--- config.mk ---
export PLATFORM = sky130hd
export DESIGN_NAME = two_class_oldest_first_fifo_unit
export DESIGN_NICKNAME = d
export VERILOG_FILES = /design/src/sv/tcof_pkg.sv /design/src/sv/two_class_oldest_first_fifo_unit.sv
export SDC_FILE = /design/constraint.sdc
export NUM_CORES = 1
export LEC_CHECK = 0
export BUFFER_PORTS_ARGS = -buffer_cell sky130_fd_sc_hd__buf_2
export CAP_MARGIN = 20
export CELL_PAD_IN_SITES_DETAIL_PLACEMENT = 0
export CELL_PAD_IN_SITES_GLOBAL_PLACEMENT = 1
export CORE_AREA = 2 2 339 341
export DETAILED_ROUTE_END_ITERATION = 12
export DIE_AREA = 0 0 341 343
export PLACE_DENSITY_LB_ADDON = 0.1
export SLEW_MARGIN = 30
export SYNTH_ARGS = -nofsm -noshare
export SYNTH_HDL_FRONTEND = slang
export SYNTH_SLANG_ARGS = --single-unit
--- constraint.sdc ---
create_clock -name clk -period 8.1 [get_ports clk]
set_input_delay 0.405 -clock clk [delete_from_list [all_inputs] [get_ports clk]]
set_output_delay 0.405 -clock clk [all_outputs]
set_load 0.1 [all_outputs]
--- src/sv/tcof_pkg.sv ---
// Package for the two-class oldest-first FIFO unit.
// Holds the request and status codes, the control state type and the default depth.
// No dependencies.
package tcof_pkg;

    localparam int DEFAULT_QUEUE_DEPTH = 16;
    localparam int TIME_W = 32;

    localparam logic [1:0] FUNC_ENQUEUE     = 2'd0;
    localparam logic [1:0] FUNC_DEQ_OLDEST  = 2'd1;
    localparam logic [1:0] FUNC_DEQ_CLASS0  = 2'd2;
    localparam logic [1:0] FUNC_DEQ_CLASS1  = 2'd3;

    localparam logic [1:0] STATUS_ENQUEUED = 2'd0;
    localparam logic [1:0] STATUS_SERVED   = 2'd1;
    localparam logic [1:0] STATUS_EMPTY    = 2'd2;
    localparam logic [1:0] STATUS_FULL     = 2'd3;

    typedef enum logic {
        S_IDLE,
        S_EXEC
    } state_t;

endpackage

--- src/sv/two_class_oldest_first_fifo_unit.sv ---
// Two-class oldest-first FIFO unit: two timestamp queues in synchronous RAMs.
// Depends on tcof_pkg.
//
// channel | valid     | stall     | word
// --------+-----------+-----------+------------------------------------------
// request | req_valid | req_stall | func, item_class, arrival_time
// result  | rsp_valid | rsp_stall | status, served_class, served_time
//
// Each request passes through an accept step, during which both RAMs read
// their head entries, and an execute step that compares the registered heads,
// pushes or pops and loads the result register; the registered RAM read forces the split.
// Execute waits while the result register is full and stalled.
// Reset (rst_n low, asynchronous) empties both queues; no clearing pass.
module two_class_oldest_first_fifo_unit
    import tcof_pkg::*;
#(
    parameter int QUEUE_DEPTH = DEFAULT_QUEUE_DEPTH
)
(
    input  logic              clk,
    input  logic              rst_n,
    input  logic              req_valid,
    output logic              req_stall,
    input  logic [1:0]        func,
    input  logic              item_class,
    input  logic [TIME_W-1:0] arrival_time,
    output logic              rsp_valid,
    input  logic              rsp_stall,
    output logic [1:0]        status,
    output logic              served_class,
    output logic [TIME_W-1:0] served_time
);

    localparam int PTR_W = $clog2(QUEUE_DEPTH);
    localparam int CNT_W = $clog2(QUEUE_DEPTH + 1);
    localparam logic [PTR_W-1:0] LAST_PTR   = PTR_W'(QUEUE_DEPTH - 1);
    localparam logic [CNT_W-1:0] FULL_COUNT = CNT_W'(QUEUE_DEPTH);

    logic [TIME_W-1:0] mem0 [QUEUE_DEPTH];
    logic [TIME_W-1:0] mem1 [QUEUE_DEPTH];
    logic [TIME_W-1:0] rd0_reg, rd1_reg;

    state_t            state_reg, state_next;
    logic [PTR_W-1:0]  head0_reg, head0_next, tail0_reg, tail0_next;
    logic [PTR_W-1:0]  head1_reg, head1_next, tail1_reg, tail1_next;
    logic [CNT_W-1:0]  count0_reg, count0_next, count1_reg, count1_next;

    logic [1:0]        func_reg;
    logic              class_reg;
    logic [TIME_W-1:0] time_reg;

    logic              rsp_valid_reg, rsp_valid_next;
    logic [1:0]        status_reg, status_next;
    logic              served_class_reg, served_class_next;
    logic [TIME_W-1:0] served_time_reg, served_time_next;

    logic              accept, fire;
    logic              push0, push1, pop0, pop1;
    logic              has0, has1, older0;

    assign req_stall    = (state_reg != S_IDLE);
    assign accept       = req_valid && !req_stall;
    assign fire         = (state_reg == S_EXEC) && (!rsp_valid_reg || !rsp_stall);

    assign rsp_valid    = rsp_valid_reg;
    assign status       = status_reg;
    assign served_class = served_class_reg;
    assign served_time  = served_time_reg;

    // RAMs: read at head every cycle, write at tail on push
    always_ff @(posedge clk)
    begin
        rd0_reg <= mem0[head0_reg];
        if (push0)
        begin
            mem0[tail0_reg] <= time_reg;
        end
    end

    always_ff @(posedge clk)
    begin
        rd1_reg <= mem1[head1_reg];
        if (push1)
        begin
            mem1[tail1_reg] <= time_reg;
        end
    end

    always_ff @(posedge clk)
    begin
        if (accept)
        begin
            func_reg  <= func;
            class_reg <= item_class;
            time_reg  <= arrival_time;
        end
    end

    always_ff @(posedge clk or negedge rst_n)
    begin
        if (!rst_n)
        begin
            state_reg     <= S_IDLE;
            head0_reg     <= '0;
            tail0_reg     <= '0;
            count0_reg    <= '0;
            head1_reg     <= '0;
            tail1_reg     <= '0;
            count1_reg    <= '0;
            rsp_valid_reg <= 1'b0;
        end
        else
        begin
            state_reg     <= state_next;
            head0_reg     <= head0_next;
            tail0_reg     <= tail0_next;
            count0_reg    <= count0_next;
            head1_reg     <= head1_next;
            tail1_reg     <= tail1_next;
            count1_reg    <= count1_next;
            rsp_valid_reg <= rsp_valid_next;
        end
    end

    always_ff @(posedge clk)
    begin
        status_reg       <= status_next;
        served_class_reg <= served_class_next;
        served_time_reg  <= served_time_next;
    end

    always_comb
    begin
        has0   = (count0_reg != '0);
        has1   = (count1_reg != '0);
        older0 = (rd0_reg < rd1_reg);

        push0 = 1'b0;
        push1 = 1'b0;
        pop0  = 1'b0;
        pop1  = 1'b0;

        state_next        = state_reg;
        rsp_valid_next    = rsp_valid_reg && rsp_stall;
        status_next       = status_reg;
        served_class_next = served_class_reg;
        served_time_next  = served_time_reg;

        case (state_reg)
            S_IDLE:
            begin
                if (accept)
                begin
                    state_next = S_EXEC;
                end
            end
            S_EXEC:
            begin
                if (fire)
                begin
                    state_next        = S_IDLE;
                    rsp_valid_next    = 1'b1;
                    served_class_next = 1'b0;
                    served_time_next  = '0;
                    case (func_reg)
                        FUNC_ENQUEUE:
                        begin
                            if (class_reg)
                            begin
                                push1 = (count1_reg != FULL_COUNT);
                            end
                            else
                            begin
                                push0 = (count0_reg != FULL_COUNT);
                            end
                        end
                        FUNC_DEQ_OLDEST:
                        begin
                            if (has0 && (!has1 || older0))
                            begin
                                pop0 = 1'b1;
                            end
                            else
                            begin
                                pop1 = has1;
                            end
                        end
                        FUNC_DEQ_CLASS0:
                        begin
                            pop0 = has0;
                        end
                        FUNC_DEQ_CLASS1:
                        begin
                            pop1 = has1;
                        end
                        default:
                        begin
                            pop0 = 1'b0;
                        end
                    endcase

                    if (func_reg == FUNC_ENQUEUE)
                    begin
                        status_next = (push0 || push1) ? STATUS_ENQUEUED : STATUS_FULL;
                    end
                    else if (pop0)
                    begin
                        status_next       = STATUS_SERVED;
                        served_class_next = 1'b0;
                        served_time_next  = rd0_reg;
                    end
                    else if (pop1)
                    begin
                        status_next       = STATUS_SERVED;
                        served_class_next = 1'b1;
                        served_time_next  = rd1_reg;
                    end
                    else
                    begin
                        status_next = STATUS_EMPTY;
                    end
                end
            end
            default:
            begin
                state_next = S_IDLE;
            end
        endcase

        head0_next  = head0_reg;
        tail0_next  = tail0_reg;
        count0_next = count0_reg;
        head1_next  = head1_reg;
        tail1_next  = tail1_reg;
        count1_next = count1_reg;

        if (push0)
        begin
            tail0_next  = (tail0_reg == LAST_PTR) ? '0 : tail0_reg + 1'b1;
            count0_next = count0_reg + 1'b1;
        end
        if (pop0)
        begin
            head0_next  = (head0_reg == LAST_PTR) ? '0 : head0_reg + 1'b1;
            count0_next = count0_reg - 1'b1;
        end
        if (push1)
        begin
            tail1_next  = (tail1_reg == LAST_PTR) ? '0 : tail1_reg + 1'b1;
            count1_next = count1_reg + 1'b1;
        end
        if (pop1)
        begin
            head1_next  = (head1_reg == LAST_PTR) ? '0 : head1_reg + 1'b1;
            count1_next = count1_reg - 1'b1;
        end
    end

endmodule

### Word level (Yosys, flattened, before mapping)

Memory sizes are Yosys's and may differ from the RTL's. A register that Yosys moved wholly into a read port is not among the register bits.
Cells that the tools add are included.
W data, S select, Z words.

* bitwise gates (word level): 1
* multiply operators: 0
* reduce and logical (&&, ||, !) cells: 18
* equal/unequal tests: 9
* divide/modulo/power cells: 0
* mux-type cells: 48
* $lt $le $gt $ge: 1
* add/sub/neg operators: 8
* shift-type cells: 0

Operators by type and width (count)
* $mux W32: 2
* $lt A32 B32 Y1: 1
* $mux W1: 31
* $mux W5: 4
* $add A4 B1 Y4 const B: 4
* $eq A4 B4 Y1 const B: 4
* $mux W4: 4
* $add A5 B1 Y5 const B: 2
* $ne A5 B5 Y1 const B: 2
* $reduce_bool A5 Y1: 2
* $sub A5 B1 Y5 const B: 2
* $mux W2: 4
* $pmux W1 S2: 3
* $eq A2 B2 Y1 const B: 2
* $logic_and A1 B1 Y1: 4
* $logic_not A1 Y1: 4
* $reduce_bool A2 Y1: 2
* $logic_or A1 B1 Y1: 3
* $eq A2 B1 Y1 const B: 1
* $logic_not A2 Y1: 1
* $reduce_and A2 Y1: 1
* $reduce_or A2 Y1: 1
* $not A1 Y1: 1

* ROM bits: 0
* word-level logic and storage cells: 101
* bits in registers: 98
* memory bits (writable): 1024
* output and inout bits: 37
* bits in latches: 0
* memories kept: 2

Memory list
* mem0: depth 16, width 32, read ports 1, clocked after memory_dff 1, write ports 1, RTL line two_class_oldest_first_fifo_unit.sv:39 `logic [TIME_W-1:0] mem0 [QUEUE_DEPTH];`
* mem1: depth 16, width 32, read ports 1, clocked after memory_dff 1, write ports 1, RTL line two_class_oldest_first_fifo_unit.sv:40 `logic [TIME_W-1:0] mem1 [QUEUE_DEPTH];`

### Longest topological paths before layout

* depth in word-level cells: 11
* gate-level depth with buffers: 17
* mapped depth without buffers: 16

### Worst setup path after synthesis

No wires, ideal clock.

* path kind: flip-flop to flip-flop
* start: register state_reg, in the netlist req_stall
* end: memory mem1[15][0] (enable)
* path buffers: 0
* cell stages (with the launch flop): 5
* arrival time: 4047 ps
* path slack: 3632 ps
* library setup time: 421 ps
* cells stage by stage: dfrtp_1 > nand2_1 > inv_1 > nand3_1 > nor2_1

* cells in the longest elaborated chain, start to end: 5

Ends and longest elaborated chain
* start, declared: RTL line two_class_oldest_first_fifo_unit.sv:43 `state_t state_reg, state_next;`
* start signal, assigned: RTL line two_class_oldest_first_fifo_unit.sv:114 `state_reg <= state_next;`
* $logic_and A1 B1 Y1: RTL line two_class_oldest_first_fifo_unit.sv:63 `assign fire = (state_reg == S_EXEC) && (!rsp_valid_reg || !rsp_stall);`
* $mux W1: RTL line two_class_oldest_first_fifo_unit.sv:159 `if (fire)`
* $mux W1 (*): RTL line two_class_oldest_first_fifo_unit.sv:149 `case (state_reg)`
* $mux W1 (*): RTL line two_class_oldest_first_fifo_unit.sv:83 `if (push1)`
* $mux W1 (not written as such) (*): RTL line two_class_oldest_first_fifo_unit.sv:85 `mem1[tail1_reg] <= time_reg;`
* end, declared: RTL line two_class_oldest_first_fifo_unit.sv:40

Every way passes the cells marked *; elsewhere a longest branch is shown, timed or not.

### Worst setup path in the final report

* start: register rd1_reg[15], read port of mem1
* end: register count1_reg[4]

* cells in the longest elaborated chain, start to end: 10
* elaborated cells between the ends (all ways): 11
* classes of those cells: 1 x order compare; 7 x mux; 3 x reduce/logical

Ends and longest elaborated chain
* start, declared: RTL line two_class_oldest_first_fifo_unit.sv:41 `logic [TIME_W-1:0] rd0_reg, rd1_reg;`
* $lt A32 B32 Y1 (*): RTL line two_class_oldest_first_fifo_unit.sv:136 `older0 = (rd0_reg < rd1_reg);`
* $logic_or A1 B1 Y1 (*): RTL line two_class_oldest_first_fifo_unit.sv:179 `if (has0 && (!has1 || older0))`
* $logic_and A1 B1 Y1 (*): RTL line two_class_oldest_first_fifo_unit.sv:179
* $mux W1 (*): RTL line two_class_oldest_first_fifo_unit.sv:179
* $pmux W1 S2 (*): RTL line two_class_oldest_first_fifo_unit.sv:165 `case (func_reg)`
* $mux W1 (*): RTL line two_class_oldest_first_fifo_unit.sv:159
* $mux W1 (*): RTL line two_class_oldest_first_fifo_unit.sv:149
* $mux W1 (*): RTL line two_class_oldest_first_fifo_unit.sv:159
* $mux W1 (*): RTL line two_class_oldest_first_fifo_unit.sv:149
* via pop1: RTL line two_class_oldest_first_fifo_unit.sv:58 `logic push0, push1, pop0, pop1;`
* $mux W5 / $reduce_bool A2 Y1 (equally long branches)
* end signal, assigned: RTL line two_class_oldest_first_fifo_unit.sv:120 `count1_reg <= count1_next;`
* end, declared: RTL line two_class_oldest_first_fifo_unit.sv:46 `logic [CNT_W-1:0] count0_reg, count0_next, count1_reg, count1_next;`

Mark *: on every way through the listed nets, which the timed path passes. The rest lies on a longest branch. The select of a mux whose other input is x is not followed.
A chain may end at the register's enable or synchronous reset.

==> flow_metrics.tcl <==
set metrics [dict create \
    p_leak_nw 17.24 \
    hold_viol 0 \
    track_usage_pct 18.97 \
    die_width_um 341 \
    slew_headroom_pct 37.88 \
    synth_compound_area_share_pct 1.180 \
    grt_pass1_wl_um 156800 \
    largest_registers "mem0 x512, mem1 x512" \
    grt_antenna_before_repair 2 \
    setup_violations 0 \
    critPathKind "flop to flop" \
    worst_slack_ns 3.410 \
    num_rows 124 \
    dieHeight_um 343 \
    max_stage_delay_ns 0.78 \
    dp_slack_ns 3.578 \
    port_buffers 75 \
    syn_inst 2026 \
    required_ns 8.70 \
    yosys-top-cells-area "edfxtp_1, mux4_2, dfxtp_1" \
    powerDensity_mw_per_mm2 335.0 \
    ys_types 54 \
    via_per_inst 5.371 \
    fmax_mhz 213.2 \
    cts_max_path_buffers 3 \
    yosysWarningCount 0 \
    ys_ff_latch 1186 \
    clock_latency_ns 0.73 \
    core_area_mm2 0.1134 \
    ant_nets 0 \
    syn_area_mm2 0.04515 \
    place_hpwl_um 57920 \
    maxSlewViolCount 0 \
    synth_top_area_share_pct 72.76 \
    area_delta_synth_final_pct 16.59 \
    synth_xor_xnor_area_share_pct 0.2328 \
    vias 20819 \
    status "finished, final reports clean" \
    dieArea_mm2 0.1170 \
    ios 76 \
    start_util_pct 39.81 \
    worstRegToRegCells 16 \
    nets 2348 \
    detail_route.wl_per_cell_um 28.02 \
    placedCellCount 3582 \
    end_kind "flop" \
    skew_ns 0.02020 \
    cp_slowest_cell "o21a_2" \
    synthFlopType "edfxtp_1" \
    drv_cap 0 \
    final_cells 3876 \
    synthMuxAreaShare_pct 16.27 \
    post-route-cell-area_mm2 0.05265 \
    synth.largest_area_cell "edfxtp_1" \
    crit_path_frequent_cell "nand2_1" \
    syn_nets 2118 \
    grt_overflow 0 \
    synth_edf_count 1094 \
    hold_class "input port to async pin" \
    clk_pin_slew_ns 0.06 \
    cts_tree "yes" \
    yosys.area_share.simple_pct 2.084 \
    cts_buffers 131 \
    cp-start-kind "flop" \
    synth_top_family_by_area "multiplexers" \
    synthAdderAreaFrac_pct 1.502 \
    yosysSeqAreaShare_pct 77.14 \
    post-route-period-util_pct 57.90 \
    drive_above_1_share_pct 30.58 \
    cp_cell_sequence "inv_1, ha_1, nand2_1, nor4_1, o311ai_1, a31oi_2, o21a_2, nand2_1, inv_1, ha_1, nor2b_1, o21ai_0, nand2_1, nand2_1, mux2i_1, xnor2_1" \
    place_area_mm2 0.04773 \
    synth.avg_cell_area_um2 22.29 \
    first_pass_iters 7 \
    htree_num_levels 4 \
    finalCriticalPeriod_ns 4.690 \
    clkSinkCount 1186 \
    crit_arrival_ns 5.28 \
    finalSetupTns_ns 0 \
    drc 0 \
    synthArstFlopShare_pct 2.361 \
    diodes 0 \
    grt_max_degree 99 \
    cp_max_fo 34 \
    vdd_drop_max_v 0.0002121 \
    drtIter0Drc 2085 \
    root_buffer "clkbuf_16" \
    gp_congestion 0.7826 \
    worst_slew_pin_slew_ns 0.9318 \
    cts_resized 0 \
    rsz0062_at_grt "false" \
    power_w 0.01764 \
    wl_um 108600 \
    grt_pass1_vias 21695 \
]
Yosys cell counts, types with 2 or more instances:
master	number
xnor2_1	11
o21ai_0	14
dfrtp_1	28
a21oi_1	52
mux2i_1	4
o21ai_1	2
a31oi_1	3
nand4_1	2
fa_1	2
nor4_1	3
or2_1	32
nand2_1	28
buf_6	2
inv_1	85
buf_1	13
nand2b_1	2
o21a_1	2
o211ai_1	2
nor2_1	10
nor2b_1	3
o21ai_2	2
clkbuf_1	53
mux4_2	320
nand3_1	43
buf_2	25
o31ai_1	2
o41ai_1	2
nor3b_1	2
and2_1	26
edfxtp_1	1094
and3_1	9
ha_1	51
nor3_1	4
mux2_2	6
mux2_4	2
a21o_1	4
dfxtp_1	64
logic make-up (layout without fill, tap and decap cells):
logic type                 Yosys count  after routing
muxes                              332            332
and+or+nand+nor                    172            172
buffers and inverters              179            517
DFF                               1186           1186
adders and majority gates           53             53
AOI/OAI and AO/OA                   92             92
xor gates and xnor gates            12             12
layout make-up:
cell class	count	area (um2)
fill	9338	60770
sequential	1186	34850
multi-input combinational	661	9667
clock buffer	167	3538
tap	1512	1892
timing repair buffer	190	1620
clock inverter	74	750.7
inverter	86	324.1
cells in the final DEF, fill, tap and decap left out, types with 8 or more instances in the layout:
cell type	count
edfxtp_1	1094
mux4_2	320
clkbuf_16	135
inv_1	84
buf_2	75
dfxtp_1	64
a21oi_1	52
ha_1	50
nand3_1	43
buf_4	41
dlygate4sd3_1	37
or2_1	32
buf_8	31
nand2_1	28
clkbuf_1	28
clkinv_1	25
and2_2	24
clkinv_2	20
dfrtp_1	20
o21ai_0	14
bufinv_16	13
xnor2_1	11
nor2_1	8
layer usage:
metal	vias up	global-route usage, %	wire, um
met5	-	0	0
met4	0	5.369	2233
met3	129	3.319	5546
met2	576	29.25	50680
met1	11275	27.92	50160
li1	8839	-	-
worst paths after layout:
| path | startpoint | endpoint | slack, ns |
|---|---|---|---|
| max | rd1_reg[15]$_DFF_P_ | count1_reg[4]$_DFFE_PN0P_ | 3.41 |
| min | rst_n | count0_reg[1]$_DFFE_PN0P_ | 0.29 |
| max reg2reg | rd1_reg[15]$_DFF_P_ | count1_reg[4]$_DFFE_PN0P_ | 3.41 |
| min reg2reg | count0_reg[4]$_DFFE_PN0P_ | count0_reg[4]$_DFFE_PN0P_ | 0.50 |
| max in group asynchronous | rst_n | head1_reg[0]$_DFFE_PN0P_ | 7.25 |
| min in group clk | arrival_time[7] | time_reg[7]$_DFFE_PP_ | 0.39 |
worst max-delay path, delay by kind of cell, from the launching register on:
kind	cells	cell delay, ns
AOI/OAI and AO/OA	4	1.74
and+or+nand+nor	6	1.38
adders and majority gates	2	0.58
DFF	1	0.35
buffers and inverters	2	0.28
xor gates and xnor gates	1	0.15
muxes	1	0.08
stage by stage:
| stage | utilization [%] | hold WS [ns] |
|---|---|---|
| after global placement | 41.86 | 0.4865 |
| final | 46.42 | 0.2933 |
| after floorplan | - | 0.1094 |
| after global routing | 46.42 | 0.3411 |
| after CTS | 46.19 | 0.2658 |
| after detailed placement | 42.08 | 0.4860 |
timing repair:
item / 4_1_cts / 5_1_grt
setup buffers: 0 / 0
hold buffers: 37 / 0
hold endpoints to repair: 65 / 0
power by group:
group	switching, W	internal [W]
Sequential	0.000434	0.00709
Combinational	0.00222	0.00198
Clock	0.00239	0.00352
Total	0.00504	0.0126
Note: power is estimated with default switching activity, not from simulation.
